**config.mk**
```make
export PLATFORM = sky130hd
export DESIGN_NAME = button_click_double_long_detector
export DESIGN_NICKNAME = d
export VERILOG_FILES = /design/src/design/bcdl_pkg.sv /design/src/design/button_click_double_long_detector.sv
export VERILOG_INCLUDE_DIRS = /design/src /design/src/design
export SDC_FILE = /design/constraint.sdc
export NUM_CORES = 1
export LEC_CHECK = 0
export BUFFER_PORTS_ARGS = -buffer_cell sky130_fd_sc_hd__buf_2
export CORE_MARGIN = 2
export CORE_UTILIZATION = 40
export CTS_BUF_LIST = sky130_fd_sc_hd__clkbuf_4
export CTS_CLUSTER_DIAMETER = 80
export DETAILED_ROUTE_END_ITERATION = 8
export MAX_ROUTING_LAYER = met4
export PLACE_DENSITY = 0.6
export REMOVE_ABC_BUFFERS = 1
export SLEW_MARGIN = 20
export SYNTH_ARGS = -nofsm -noshare
export SYNTH_HDL_FRONTEND = slang
export SYNTH_SLANG_ARGS = --single-unit
```
**constraint.sdc**
```tcl
create_clock -name clk -period 3.24 [get_ports clk]
set_input_delay 0.324 -clock clk [delete_from_list [all_inputs] [get_ports clk]]
set_output_delay 0.324 -clock clk [all_outputs]
set_load 0.1 [all_outputs]
```
**src/design/button_click_double_long_detector_assert.svh**
```systemverilog
// Assertion macros for the button click, double click and long press detector.
// Each macro expects signals named clk and rst_n in the scope where it is used.
`ifndef BUTTON_CLICK_DOUBLE_LONG_DETECTOR_ASSERT_SVH
`define BUTTON_CLICK_DOUBLE_LONG_DETECTOR_ASSERT_SVH

// The consequent must hold in the same cycle as the antecedent.
`define BCDL_ASSERT_SAME(label, ante, cons) \
  label: assert property (@(posedge clk) disable iff (!rst_n) (ante) |-> (cons)) \
    else $error("bcdl assertion failed");

// The consequent must hold in the cycle after the antecedent.
`define BCDL_ASSERT_NEXT(label, ante, cons) \
  label: assert property (@(posedge clk) disable iff (!rst_n) (ante) |=> (cons)) \
    else $error("bcdl assertion failed");

`endif

```
**src/design/bcdl_pkg.sv**
```systemverilog
// Shared types and constants for the button click, double click and long press detector.
// Has no dependencies; the top level imports it.
package bcdl_pkg;

  localparam int unsigned CNT_W     = 8;
  localparam int unsigned CFG_IDX_W = 2;

  typedef enum logic [1:0] {
    EV_NONE   = 2'd0,
    EV_CLICK  = 2'd1,
    EV_DOUBLE = 2'd2,
    EV_LONG   = 2'd3
  } event_t;

  typedef enum logic [CFG_IDX_W-1:0] {
    CFG_LONG_PRESS_TICKS   = 2'd0,
    CFG_DOUBLE_CLICK_TICKS = 2'd1
  } cfg_index_t;

  localparam logic [CNT_W-1:0] LONG_PRESS_TICKS_RST   = 8'd40;
  localparam logic [CNT_W-1:0] DOUBLE_CLICK_TICKS_RST = 8'd20;

endpackage

```
**src/design/button_click_double_long_detector.sv**
```systemverilog
// Button click, double click and long press detector, one event per tick.
// The result word for an accepted tick enters the output register in the cycle after.
// Throughput: one tick word per clock unless stalled; state update is one logic pass.
// Reset (synchronous, active low): press machine idle, counters zero, no click
// pending, thresholds back to 40 and 20 ticks, output register empty.
`include "button_click_double_long_detector_assert.svh"

module button_click_double_long_detector (
  input  logic                              clk,
  input  logic                              rst_n,
  input  logic                              in_valid,
  output logic                              in_ready,
  input  logic                              in_pressed,
  output logic                              out_valid,
  input  logic                              out_ready,
  output logic [1:0]                        out_event_code,
  input  logic                              cfg_we,
  input  logic [bcdl_pkg::CFG_IDX_W-1:0]    cfg_index,
  input  logic [bcdl_pkg::CNT_W-1:0]        cfg_wdata
);
  import bcdl_pkg::*;

  typedef enum logic [1:0] {
    PH_IDLE     = 2'd0,
    PH_DEBOUNCE = 2'd1,
    PH_HELD     = 2'd2,
    PH_WAITREL  = 2'd3
  } phase_t;

  phase_t             phase_r, phase_nxt;
  logic [CNT_W-1:0]   hold_count_r, hold_count_nxt;
  logic               click_pending_r, click_pending_nxt;
  logic [CNT_W-1:0]   window_count_r, window_count_nxt;
  logic [CNT_W-1:0]   long_ticks_r, window_ticks_r;
  logic               out_valid_r;
  event_t             out_event_r, res_nxt;
  event_t             press_ev;
  logic [CNT_W-1:0]   hold_inc, window_inc;
  logic               in_fire;

  assign in_ready       = !out_valid_r || out_ready;
  assign in_fire        = in_valid && in_ready;
  assign out_valid      = out_valid_r;
  assign out_event_code = out_event_r;

  assign hold_inc   = hold_count_r + 1'b1;
  assign window_inc = window_count_r + 1'b1;

  always_comb begin
    phase_nxt         = phase_r;
    hold_count_nxt    = hold_count_r;
    click_pending_nxt = click_pending_r;
    window_count_nxt  = window_count_r;
    press_ev          = EV_NONE;
    res_nxt           = EV_NONE;

    // Press machine: debounce over two ticks, then click on release or long press.
    case (phase_r)
      PH_IDLE: begin
        if (in_pressed) phase_nxt = PH_DEBOUNCE;
      end
      PH_DEBOUNCE: begin
        if (in_pressed) begin
          hold_count_nxt = '0;
          phase_nxt      = PH_HELD;
        end else begin
          phase_nxt = PH_IDLE;
        end
      end
      PH_HELD: begin
        if (!in_pressed) begin
          press_ev  = EV_CLICK;
          phase_nxt = PH_IDLE;
        end else begin
          hold_count_nxt = hold_inc;
          if (hold_inc >= long_ticks_r) begin
            press_ev  = EV_LONG;
            phase_nxt = PH_WAITREL;
          end
        end
      end
      PH_WAITREL: begin
        if (!in_pressed) phase_nxt = PH_IDLE;
      end
      default: phase_nxt = PH_IDLE;
    endcase

    // Window machine: a pending click either pairs up or is given when the window ends.
    // A long press seen while a click is pending is dropped.
    if (!click_pending_r) begin
      if (press_ev == EV_CLICK) begin
        window_count_nxt  = '0;
        click_pending_nxt = 1'b1;
      end else begin
        res_nxt = press_ev;
      end
    end else begin
      if (press_ev == EV_CLICK) begin
        res_nxt           = EV_DOUBLE;
        click_pending_nxt = 1'b0;
      end else begin
        window_count_nxt = window_inc;
        if (window_inc >= window_ticks_r) begin
          res_nxt           = EV_CLICK;
          click_pending_nxt = 1'b0;
        end
      end
    end
  end

  always_ff @(posedge clk) begin
    if (!rst_n) begin
      phase_r         <= PH_IDLE;
      hold_count_r    <= '0;
      click_pending_r <= 1'b0;
      window_count_r  <= '0;
      long_ticks_r    <= LONG_PRESS_TICKS_RST;
      window_ticks_r  <= DOUBLE_CLICK_TICKS_RST;
      out_valid_r     <= 1'b0;
    end else begin
      if (cfg_we) begin
        case (cfg_index)
          CFG_LONG_PRESS_TICKS:   long_ticks_r   <= cfg_wdata;
          CFG_DOUBLE_CLICK_TICKS: window_ticks_r <= cfg_wdata;
          default: ;
        endcase
      end
      if (in_fire) begin
        phase_r         <= phase_nxt;
        hold_count_r    <= hold_count_nxt;
        click_pending_r <= click_pending_nxt;
        window_count_r  <= window_count_nxt;
        out_valid_r     <= 1'b1;
      end else if (out_ready) begin
        out_valid_r <= 1'b0;
      end
    end
    if (in_fire) out_event_r <= res_nxt;
  end

  // A double click always consumes the pending click.
  `BCDL_ASSERT_NEXT(a_double_clears_pending, in_fire && res_nxt == EV_DOUBLE, !click_pending_r)
  // Release after a debounced hold either pairs with a pending click or starts a window.
  `BCDL_ASSERT_NEXT(a_release_click, in_fire && phase_r == PH_HELD && !in_pressed,
                    out_event_r == EV_DOUBLE || click_pending_r)
  // A long press waiting in the output register leaves the press machine awaiting release.
  `BCDL_ASSERT_SAME(a_long_waits_release, out_valid_r && out_event_r == EV_LONG,
                    phase_r == PH_WAITREL)

endmodule
```
Yosys cells after proc, flatten, opt, wreduce, memory -nomap -nowiden
Index checks and enable logic that the tools add are counted.
W data, S select, Z words.
- add/subtract/negate cells: 2
- $lt $le $gt $ge: 2
- eq/ne operators: 11
- multiplexer cells: 25
- reductions and logical operators: 13
- operator list (cell ; count):
    $mux W8 ; 5
    $mux W2 ; 11
    $add A8 B1 Y8 const B ; 2
    $ge A8 B8 Y1 ; 2
    $pmux W8 S2 ; 1
    $ne A2 B2 Y1 const B ; 5
    $pmux W2 S4 ; 1
    $reduce_and A4 Y1 ; 2
    $mux W1 ; 7
    $eq A2 B1 Y1 const B ; 3
    $reduce_bool A2 Y1 ; 3
    $eq A2 B2 Y1 const B ; 2
    $logic_not A2 Y1 ; 2
    $reduce_and A2 Y1 ; 2
    $ne A3 B3 Y1 const B ; 1
    $reduce_and A3 Y1 ; 1
    $logic_and A1 B1 Y1 ; 1
    $logic_not A1 Y1 ; 1
    $logic_or A1 B1 Y1 ; 1
- bits in registers: 38
- bits of input ports: 16
- output and inout port bits: 4
- word-level logic and storage cells: 61

Longest topological paths before layout
Gate-level depths: netlist (run 1).
- depth in word-level cells: 8
- depth in mapped cells: 9
- gate-level depth less buffers: 9

Least setup slack after synthesis (run 1)
OpenSTA, ideal clock, no wires.
- path type: reg-to-reg
- from: register out_valid_r (netlist: out_valid)
- to: register hold_count_r[3]
- library setup time: 0.119 ns
- arrival time: 2.556 ns
- required time: 3.121 ns
- path slack: 0.566 ns
- cell stages (with the launch flop): 7
- buffers on the path: 1
- period minus slack after synthesis: 2.674 ns
- cell sequence: dfxtp_1 > nor2b_1 > inv_1 > nand4_1 > buf_2 > nor2_1 > o221a_2
- longest elaborated chain between the ends: 4
- RTL lines (item ; RTL line ; source):
    start: declaration ; button_click_double_long_detector.sv:35 ; logic out_valid_r;
    start signal: assignment ; button_click_double_long_detector.sv:119 ; out_valid_r <= 1'b0;
    start signal: assignment ; button_click_double_long_detector.sv:133 ; out_valid_r <= 1'b1;
    start signal: assignment ; button_click_double_long_detector.sv:135 ; out_valid_r <= 1'b0;
    $logic_not A1 Y1 ; button_click_double_long_detector.sv:41 ; assign in_ready = !out_valid_r || out_ready;
    $logic_or A1 B1 Y1 ; button_click_double_long_detector.sv:41 ;
    named net in_ready ; button_click_double_long_detector.sv:12 ; output logic in_ready,
    $logic_and A1 B1 Y1 ; button_click_double_long_detector.sv:42 ; assign in_fire = in_valid && in_ready;
    $reduce_and A4 Y1 (no line) ; n/a ;
    end signal: assignment ; button_click_double_long_detector.sv:130 ; hold_count_r <= hold_count_nxt;
    end: declaration ; button_click_double_long_detector.sv:31 ; logic [CNT_W-1:0] hold_count_r, hold_count_nxt;
The timed path passes the listed nets, and every way through them passes these cells.
A chain may end at the register's enable or synchronous reset.

Worst setup path after layout (run 1)
- from: register hold_count_r[0]
- to: register out_event_r[0] (netlist: out_event_code[0]), data pin
- longest elaborated chain between the ends: 8
- elaborated cells on any way between the ends: 9
- those cells by class: 1 x add/sub; 1 x order compare; 1 x eq/ne; 6 x mux
- RTL lines (item ; RTL line ; source):
    $add A8 B1 Y8 (*) ; button_click_double_long_detector.sv:46 ; assign hold_inc = hold_count_r + 1'b1;
    $ge A8 B8 Y1 (*) ; button_click_double_long_detector.sv:76 ; if (hold_inc >= long_ticks_r) begin
    $mux W2 (*) ; button_click_double_long_detector.sv:76 ;
    $mux W2 (*) ; button_click_double_long_detector.sv:71 ; if (!in_pressed) begin
    $mux W2 (*) ; button_click_double_long_detector.sv:58 ; case (phase_r)
    $eq A2 B1 Y1 ; button_click_double_long_detector.sv:91, button_click_double_long_detector.sv:98 ;
    $mux W2, on equally long branches ; button_click_double_long_detector.sv:91, button_click_double_long_detector.sv:98 ;
    $mux W2 (*) ; button_click_double_long_detector.sv:90 ; if (!click_pending_r) begin
    named net res_nxt[0] ; button_click_double_long_detector.sv:36 ; event_t out_event_r, res_nxt;
    end signal: assignment ; button_click_double_long_detector.sv:138 ; if (in_fire) out_event_r <= res_nxt;
    end: declaration ; button_click_double_long_detector.sv:36 ;
The timed path passes the listed nets; every way through them passes the cells marked *.

==> flow_metrics.env, run 1 <==
export IMPL_tightest_slew_ns=0.798
export IMPL_port_buffers=19
export IMPL_slew_viol_final=0
export IMPL_clock_sinks=38
export IMPL_finalSetupViolCount=0
export IMPL_clockBufferDepth=2
export IMPL_fin_hold_ws_ns=0.206
export IMPL_synth_distinct_cells=52
export IMPL_syn_instance_count=257
export IMPL_drive_above_1_share_pct=13.5
export IMPL_timing_max_cap_violations=0
export IMPL_viasPerCell=5.16
export IMPL_crit_fanout=5
export IMPL_synth_top_cell_area_share_pct=32.5
export IMPL_area_growth_pct=11.3
export IMPL_cts_buffers=5
export IMPL_gr_total_overflow=0
export IMPL_clk_pin_slew_ns=0.13
export IMPL_cts_hold_buffers_added=0
export IMPL_ys_ff_latch=38
export IMPL_finalHoldViolCount=0
export IMPL_start_kind="register"
export IMPL_grt_max_degree=24
export IMPL_synth_most_common_cell="dfxtp_1"
export IMPL_diodes=0
export IMPL_critical_path_most_common_cell="ha_1"
export IMPL_yosysWarnings=0
export IMPL_crit_slowest_cell="dfxtp_1"
export IMPL_routed_wl_mm=4.65
export IMPL_ctsResizeCount=0
export IMPL_crit_path_max_incr_delay_ns=0.43
export IMPL_pin_count=20
export IMPL_fp_dieH_microns=78.4
export IMPL_drtPass1Iterations=4
export IMPL_period_needed_ns=2.45
export IMPL_synth_edf_count=2
export IMPL_p_per_area_mw_per_mm2=405
export IMPL_synth_area_leaders="dfxtp_1, ha_1, nor2_1"
export IMPL_status="finished, final reports clean"
export IMPL_required_ns=3.34
export IMPL_worstSetupPathType="register to register"
export IMPL_min_period_over_period_pct=75.7
export IMPL_ant_nets=0
export IMPL_hold_class="primary input to register"
export IMPL_cts_setup_buffers=0
export IMPL_rsz0062_at_grt="no"
export IMPL_nets=308
export IMPL_die_w_microns=78.4
export IMPL_grt_usage_pct=17.1
export IMPL_p_total_mw=0.999
export IMPL_peakVddDrop_mv=0.143
export IMPL_cp_cell_sequence="ha_1 > nand3_1 > nor2_1 > xor2_1 > ha_1 > a21oi_1 > a21boi_0 > a211oi_1 > o32ai_1"
export IMPL_start_util_pct=40.7
export IMPL_async_reset_ff_share_pct=0
export IMPL_fin_worst_skew_ns=0.0122
export IMPL_clkLatencyLatePin_ns=0.35
export IMPL_final_setup_tns_ns=0
export IMPL_synth_ff_type="dfxtp_1"
export IMPL_wl_per_cell_microns=13.4
export IMPL_cts_max_level=2
export IMPL_synth_area_sq_mm=0.00221
export IMPL_synth_top_area_cell="dfxtp_1"
export IMPL_first_iter_violations=104
export IMPL_core_area_sq_mm=0.00544
export IMPL_dieArea_sq_mm=0.00615
export IMPL_rows=27
export IMPL_r2r_slack_ns=0.79
export IMPL_cts_root_buf="clkbuf_4"
export IMPL_endpoint_kind="register"
export IMPL_dp_hpwl_mm=3.47
export IMPL_cts_tree="yes"
export IMPL_gp_congestion=0.793
export IMPL_synth_yosys_seq_area_share_pct=35.3
export IMPL_vias=1789
export IMPL_grt_pass1_vias=1681
export IMPL_p_leak_nw=1.12
export IMPL_grt_pass1_wl_mm=7.97
export IMPL_syn_avg_cell_area_sq_um=8.62
export IMPL_slew_headroom_pct=46.7
export IMPL_worstPathArrival_ns=2.55
export IMPL_fmax_mhz=408
export IMPL_crit_family="compound AO/OA/AOI/OAI gates"
export IMPL_synth_common_cells="dfxtp_1, nor2_1, inv_1, nand2_1, ha_1"
export IMPL_antenna_found_initial=0
export IMPL_drc=0
export IMPL_critPathBufInv=0
[per-layer routing]
metal,GRT usage [%],wire length [microns],part of all wire [%],up-vias
met3,2.76,132,2.8,7
met1,22.9,2360,51,806
met2,25.9,2080,45,33
met5,-,0,0,-
met4,6.84,83,1.8,0
li1,-,-,-,943
[sequential cells by signal, indices dropped and copies added (netlist names)]
name	cells
out_event_code	2
long_ticks_r	8
out_valid	1
window_count_r	8
click_pending_r	1
phase_r	2
window_ticks_r	8
hold_count_r	8
[metrics by stage]
| step | cells | area, sq um | worst slack [ns] | util, % |
|---|---|---|---|---|
| CTS | 347 | 2460 | 0.748 | 45.3 |
| global placement | 339 | 2360 | 0.904 | 43.4 |
| global route | 347 | 2460 | 0.548 | 45.3 |
| floorplan | 247 | 2170 | 0.552 | - |
| finish | 347 | 2460 | 0.789 | 45.3 |
| detailed placement | 339 | 2360 | 0.800 | 43.4 |
[area by class of cell]
class | count | area [sq um]
timing repair buffer | 20 | 103
tap | 72 | 90.1
fill | 548 | 2970
multi-input combinational | 187 | 1300
clock inverter | 3 | 68.8
sequential | 38 | 781
inverter | 22 | 82.6
clock buffer | 5 | 37.5
[cells in the final DEF, fill, tap and decap left out, drive strengths merged, types with 2 or more instances in the layout]
master,count
a2111o,2
a2111oi,2
a211oi,3
a21boi,2
a21o,4
a21oi,16
a32o,2
and2,3
and3,3
and4,3
buf,20
bufinv,2
clkbuf,5
dfxtp,36
edfxtp,2
ha,18
inv,22
mux2i,8
nand2,22
nand2b,4
nand3,11
nand4,2
nor2,30
nor2b,2
nor3,4
nor3b,2
o211a,3
o211ai,5
o21ai,6
o221a,2
or3,2
xnor2,7
xor2,6
[worst min-delay path, stage by stage]
cell and delay [ns]:
buf_2 0.09, a21oi_1 0.05, nor2_1 0.07
[power by group]
part | total (mW) | switching (mW) | internal (mW)
registers | 0.490 | 0.00737 | 0.482
clock network | 0.415 | 0.174 | 0.241
logic | 0.0939 | 0.0631 | 0.0308
[final timing paths]
kind,from,to,depth (start not counted)
setup / recovery,hold_count_r[0]$_SDFFE_PN0P_,out_event_code[0]$_DFFE_PP_,9
hold / removal,cfg_wdata[2],long_ticks_r[2]$_SDFFE_PN0P_,3
setup reg to reg,hold_count_r[0]$_SDFFE_PN0P_,out_event_code[0]$_DFFE_PP_,9
hold reg to reg,long_ticks_r[3]$_SDFFE_PN1P_,long_ticks_r[3]$_SDFFE_PN1P_,2
[logic make-up (layout without fill, tap and decap cells)]
family	count (synthesis)	after routing	share of synthesized area (%)
AND/OR/NAND/NOR	92	92	21.2
AO/OA/AOI/OAI	55	55	18.1
flip-flops	38	38	35.3
buffers and inverters	32	50	5.93
adder cells (fa/ha/maj)	18	18	10.2
XOR/XNOR	13	13	5.14
multiplexers	9	9	4.12
Power figures use the tool's default switching activity.
==> run 2, diff against run 1 <==
==> constraint.sdc (replaced) <==
create_clock -name clk -period 2.3 [get_ports clk]
set_input_delay 0.23 -clock clk [delete_from_list [all_inputs] [get_ports clk]]
set_output_delay 0.23 -clock clk [all_outputs]
set_load 0.1 [all_outputs]
==> flow_metrics.env, run 2 (same netlist as run 1, synthesis figures left out) <==
export IMPL_status="finished, final reports clean"
export IMPL_wl_per_cell_microns=13.6
export IMPL_slew_viol_final=0
export IMPL_vias=1845
export IMPL_cts_tree="yes"
export IMPL_cts_root_buf="clkbuf_4"
export IMPL_pin_count=20
export IMPL_p_per_area_mw_per_mm2=499
export IMPL_worstPathArrival_ns=2.28
export IMPL_gr_total_overflow=0
export IMPL_antenna_found_initial=0
export IMPL_fin_cells=355
export IMPL_clock_sinks=38
export IMPL_layout_commonest_cell="nor2_1"
export IMPL_diodes=0
export IMPL_layout_common_cells="nor2_1, dfxtp_1, inv_1, nand2_1, buf_2"
export IMPL_timing_max_cap_violations=0
export IMPL_area_growth_pct=16.2
export IMPL_p_leak_nw=1.17
export IMPL_fmax_mhz=460
export IMPL_grt_max_degree=19
export IMPL_port_buffers=19
export IMPL_p_clk_share_pct=35.7
export IMPL_rows=27
export IMPL_first_iter_violations=89
export IMPL_gp_congestion=0.865
export IMPL_cts_max_level=2
export IMPL_period_needed_ns=2.18
export IMPL_grt_pass1_wl_mm=8.38
export IMPL_endpoint_kind="register"
export IMPL_p_sw_share_pct=26.2
export IMPL_required_ns=2.40
export IMPL_drive_above_1_share_pct=23.3
export IMPL_register_area_sq_um=800
export IMPL_grt_pass1_vias=1780
export IMPL_core_area_sq_mm=0.00544
export IMPL_cts_buffers=5
export IMPL_pwr_share_seq_pct=53.5
export IMPL_cellInternalPower_mw=0.947
export IMPL_fin_worst_skew_ns=0.00716
export IMPL_finalHoldViolCount=0
export IMPL_fillers=557
export IMPL_viasPerCell=5.20
export IMPL_slew_headroom_pct=61.1
export IMPL_cts_setup_buffers=0
export IMPL_crit_fanout=5
export IMPL_p_total_mw=1.28
export IMPL_clockBufferDepth=2
export IMPL_fp_dieH_microns=78.4
export IMPL_start_kind="register"
export IMPL_grt_usage_pct=18.1
export IMPL_drc=0
export IMPL_clkLatencyLatePin_ns=0.35
export IMPL_drtPass1Iterations=5
export IMPL_multi_input_area_sq_mm=0.00136
export IMPL_dp_cells=347
export IMPL_die_w_microns=78.4
export IMPL_hold_class="primary input to register"
export IMPL_comb_power_share_pct=10.7
export IMPL_p_switching_mw=0.336
export IMPL_start_util_pct=40.7
export IMPL_clk_pin_slew_ns=0.12
export IMPL_worstSetupPathType="register to register"
export IMPL_finalSetupViolCount=0
export IMPL_routed_wl_mm=4.82
export IMPL_ant_nets=0
export IMPL_peakVddDrop_mv=0.225
export IMPL_dieArea_sq_mm=0.00615
export IMPL_min_period_over_period_pct=94.6
export IMPL_nets=316
export IMPL_tightest_slew_ns=0.580
export IMPL_post_route_util_pct=47.3
export IMPL_dp_hpwl_mm=3.61
## run 2: cell types whose count changed in the layout (fill, tap and decap cells not counted), sizes merged
cell	change
buf	+8
bufinv	-1
clkinv	+1
## run 2: layer usage
layer	part of all wire (%)	global-route usage (%)
met1	47	22.5
met2	47	29.1
met3	3.9	3.79
met4	1.6	6.84
met5	0	-
## run 2: what timing repair did
item / 4_1_cts / 5_1_grt
endpoints found under the setup margin: 1 / 4
resized for setup: 1 / 26
hold buffers: 0 / 0
pin swaps: 0 / 2
## run 2: layout make-up
type	count	share of cell area, %
timing repair buffer	28	6.32
clock inverter	3	1.56
tap	72	3.50
sequential	38	31.1
clock buffer	5	1.46
inverter	22	3.21
multi-input combinational	187	52.9
## run 2: power by group through the flow
stage | Sequential (mW) | Combinational (mW) | Clock [mW]
2_1_floorplan | 0.722 | 0.0696 | 0
3_3_place_gp | 0.705 | 0.135 | 0
3_5_place_dp | 0.705 | 0.137 | 0
4_1_cts | 0.691 | 0.137 | 0.481
5_1_grt | 0.690 | 0.155 | 0.504
6_report | 0.687 | 0.138 | 0.458
## run 2: worst max-delay path: stages, from the launching register on
cell and delay (ns):
dfxtp_4 0.40, and3_1 0.16, and3_1 0.17, xor2_1 0.20, ha_1 0.30, and2_1 0.18
o2111a_1 0.17, a221oi_2 0.25, o32ai_1 0.10
## run 2: stage by stage
| stage | setup TNS [ns] | area (sq um) | hold WS [ns] | worst slack (ns) |
|---|---|---|---|---|
| 2_1_floorplan | -5.29 | 2170 | 0.292 | -0.388 |
| 3_5_place_dp | -0.0150 | 2420 | 0.481 | -0.0150 |
| 4_1_cts | 0 | 2500 | 0.0934 | 0.00207 |
| 5_1_grt | -0.0238 | 2570 | 0.116 | -0.0238 |
| 6_report | 0 | 2570 | 0.112 | 0.124 |
| 3_3_place_gp | 0 | 2420 | 0.479 | 0.00509 |
## run 2: worst paths after layout
path / startpoint / to / slack (ns) / cells after the start
worst min-delay path: cfg_wdata[4] / long_ticks_r[4]$_SDFFE_PN0P_ / 0.11 / 3
worst min register to register: window_count_r[4]$_SDFFE_PN0P_ / window_count_r[4]$_SDFFE_PN0P_ / 0.50 / 2
worst max-delay path: window_count_r[0]$_SDFFE_PN0P_ / out_event_code[0]$_DFFE_PP_ / 0.12 / 8
worst max register to register: window_count_r[0]$_SDFFE_PN0P_ / out_event_code[0]$_DFFE_PP_ / 0.12 / 8
==> run 3, diff against run 2 <==
--- a/config.mk
+++ b/config.mk
@@ -8,12 +8,12 @@
 export LEC_CHECK = 0
 export BUFFER_PORTS_ARGS = -buffer_cell sky130_fd_sc_hd__buf_2
 export CORE_MARGIN = 2
-export CORE_UTILIZATION = 40
+export CORE_UTILIZATION = 30
 export CTS_BUF_LIST = sky130_fd_sc_hd__clkbuf_4
 export CTS_CLUSTER_DIAMETER = 80
 export DETAILED_ROUTE_END_ITERATION = 8
 export MAX_ROUTING_LAYER = met4
-export PLACE_DENSITY = 0.6
+export PLACE_DENSITY = 0.49
 export REMOVE_ABC_BUFFERS = 1
 export SLEW_MARGIN = 20
 export SYNTH_ARGS = -nofsm -noshare
==> flow_metrics.env, run 3 (same netlist as run 1, synthesis figures left out) <==
export IMPL_status="finished, final reports clean"
export IMPL_cts_max_level=2
export IMPL_worstPathArrival_ns=2.29
export IMPL_min_period_over_period_pct=95.0
export IMPL_crit_path_max_incr_delay_ns=0.37
export IMPL_layout_common_cells="nor2_1, dfxtp_1, inv_1, nand2_1, buf_2"
export IMPL_grt_pass1_wl_mm=8.84
export IMPL_cts_setup_buffers=0
export IMPL_period_needed_ns=2.18
export IMPL_nets=322
export IMPL_worst_slack_ns=0.116
export IMPL_clockBufferDepth=2
export IMPL_slew_viol_final=0
export IMPL_tightest_slew_ns=0.638
export IMPL_timing_max_cap_violations=0
export IMPL_crit_family="simple AND/OR/NAND/NOR gates"
export IMPL_routed_wl_mm=5.21
export IMPL_diodes=0
export IMPL_port_buffers=19
export IMPL_post_route_util_pct=36.6
export IMPL_fin_cells=388
export IMPL_finalSetupViolCount=0
export IMPL_slew_headroom_pct=57.2
export IMPL_start_kind="register"
export IMPL_critical_path_most_common_cell="and4_1"
export IMPL_pre_cts_ws_ns=-0.112
export IMPL_drtPass1Iterations=4
export IMPL_fillers=768
export IMPL_fmax_mhz=458
export IMPL_fin_worst_skew_ns=0.0193
export IMPL_grt_max_degree=16
export IMPL_wl_met1_mm=2.58
export IMPL_crit_fanout=4
export IMPL_die_w_microns=89.9
export IMPL_antenna_found_initial=0
export IMPL_fp_dieH_microns=89.9
export IMPL_dp_cells=380
export IMPL_cts_root_buf="clkbuf_4"
export IMPL_clock_sinks=38
export IMPL_clk_pin_slew_ns=0.14
export IMPL_cts_buffers=5
export IMPL_wl_met3_microns=139
export IMPL_critPathBufInv=0
export IMPL_rows=31
export IMPL_ant_nets=0
export IMPL_grt_pass1_vias=1783
export IMPL_grt_usage_pct=14.1
export IMPL_vias=1852
export IMPL_required_ns=2.40
export IMPL_dr_max_layer_used="met4"
export IMPL_cts_tree="yes"
export IMPL_first_iter_violations=32
export IMPL_worstSetupPathType="register to register"
export IMPL_gp_congestion=0.829
export IMPL_placed_area_sq_mm=0.00250
export IMPL_start_util_pct=30.7
export IMPL_crit_slowest_cell="dfxtp_2"
export IMPL_p_per_area_mw_per_mm2=500
export IMPL_dieArea_sq_mm=0.00809
export IMPL_p_leak_nw=1.20
export IMPL_cp_cell_sequence="and4_1 > and4_1 > xor2_1 > ha_1 > nand4_1 > a21oi_2 > a2111oi_2 > a211oi_1"
export IMPL_pin_count=20
export IMPL_endpoint_kind="register"
export IMPL_wl_per_cell_microns=13.4
export IMPL_viasPerCell=4.77
export IMPL_gr_total_overflow=0
export IMPL_clkLatencyLatePin_ns=0.37
export IMPL_core_area_sq_mm=0.00721
export IMPL_dp_hpwl_mm=3.88
export IMPL_finalHoldViolCount=0
export IMPL_drc=0
export IMPL_fin_area_sq_mm=0.00264
export IMPL_dr_wl_met2_mm=2.40
export IMPL_peakVddDrop_mv=0.185
export IMPL_area_growth_pct=19.1
export IMPL_drive_above_1_share_pct=23.2
export IMPL_hold_class="primary input to register"
## run 3: routing by layer
layer  vias to the layer above  track usage, %
li1                        968               -
met1                       854            18.5
met2                        23            21.7
met3                         7            2.85
met4                         0            5.00
met5                         -               -
## run 3: through the flow
step	TNS [ns]	power (mW)	hold slack [ns]
2_1_floorplan	-5.29	0.792	0.292
6_report	0	1.32	0.0905
3_3_place_gp	-0.124	0.844	0.480
5_1_grt	-0.0243	1.38	0.0747
3_5_place_dp	-0.112	0.846	0.486
4_1_cts	-0.00404	1.34	0.0779
## run 3: worst paths after layout
check / from / to / slack (ns) / cells after the start
worst max-delay path: hold_count_r[1]$_SDFFE_PN0P_ / out_event_code[1]$_DFFE_PP_ / 0.12 / 8
worst min-delay path: cfg_wdata[5] / long_ticks_r[5]$_SDFFE_PN1P_ / 0.09 / 3
worst min register to register: window_count_r[4]$_SDFFE_PN0P_ / window_count_r[4]$_SDFFE_PN0P_ / 0.50 / 2
worst max register to register: hold_count_r[1]$_SDFFE_PN0P_ / out_event_code[1]$_DFFE_PP_ / 0.12 / 8
## run 3: report_power, final
part | internal (mW) | switching [mW]
Sequential | 0.680 | 0.0109
Combinational | 0.0477 | 0.0931
Clock | 0.229 | 0.259
## run 3: repair_timing
item	in CTS	in global routing
gates resized for setup	3	15
pin swaps	1	1
hold buffers	0	0
setup endpoints to repair	1	4
## run 3: worst min-delay path: cells and delay by family
family	cells	cell delay, ns
and+or+nand+nor	1	0.04
buffers and inverters	1	0.09
AOI/OAI and AO/OA	1	0.07
## run 3: final cells by class
| type | count | area (sq um) | share of cell area (%) |
|---|---|---|---|
| clock inverter | 3 | 43.8 | 1.66 |
| inverter | 22 | 82.6 | 3.13 |
| sequential | 38 | 790 | 29.9 |
| tap | 99 | 124 | 4.70 |
| timing repair buffer | 34 | 208 | 7.87 |
| clock buffer | 5 | 37.5 | 1.42 |
| multi-input combinational | 187 | 1350 | 51.3 |
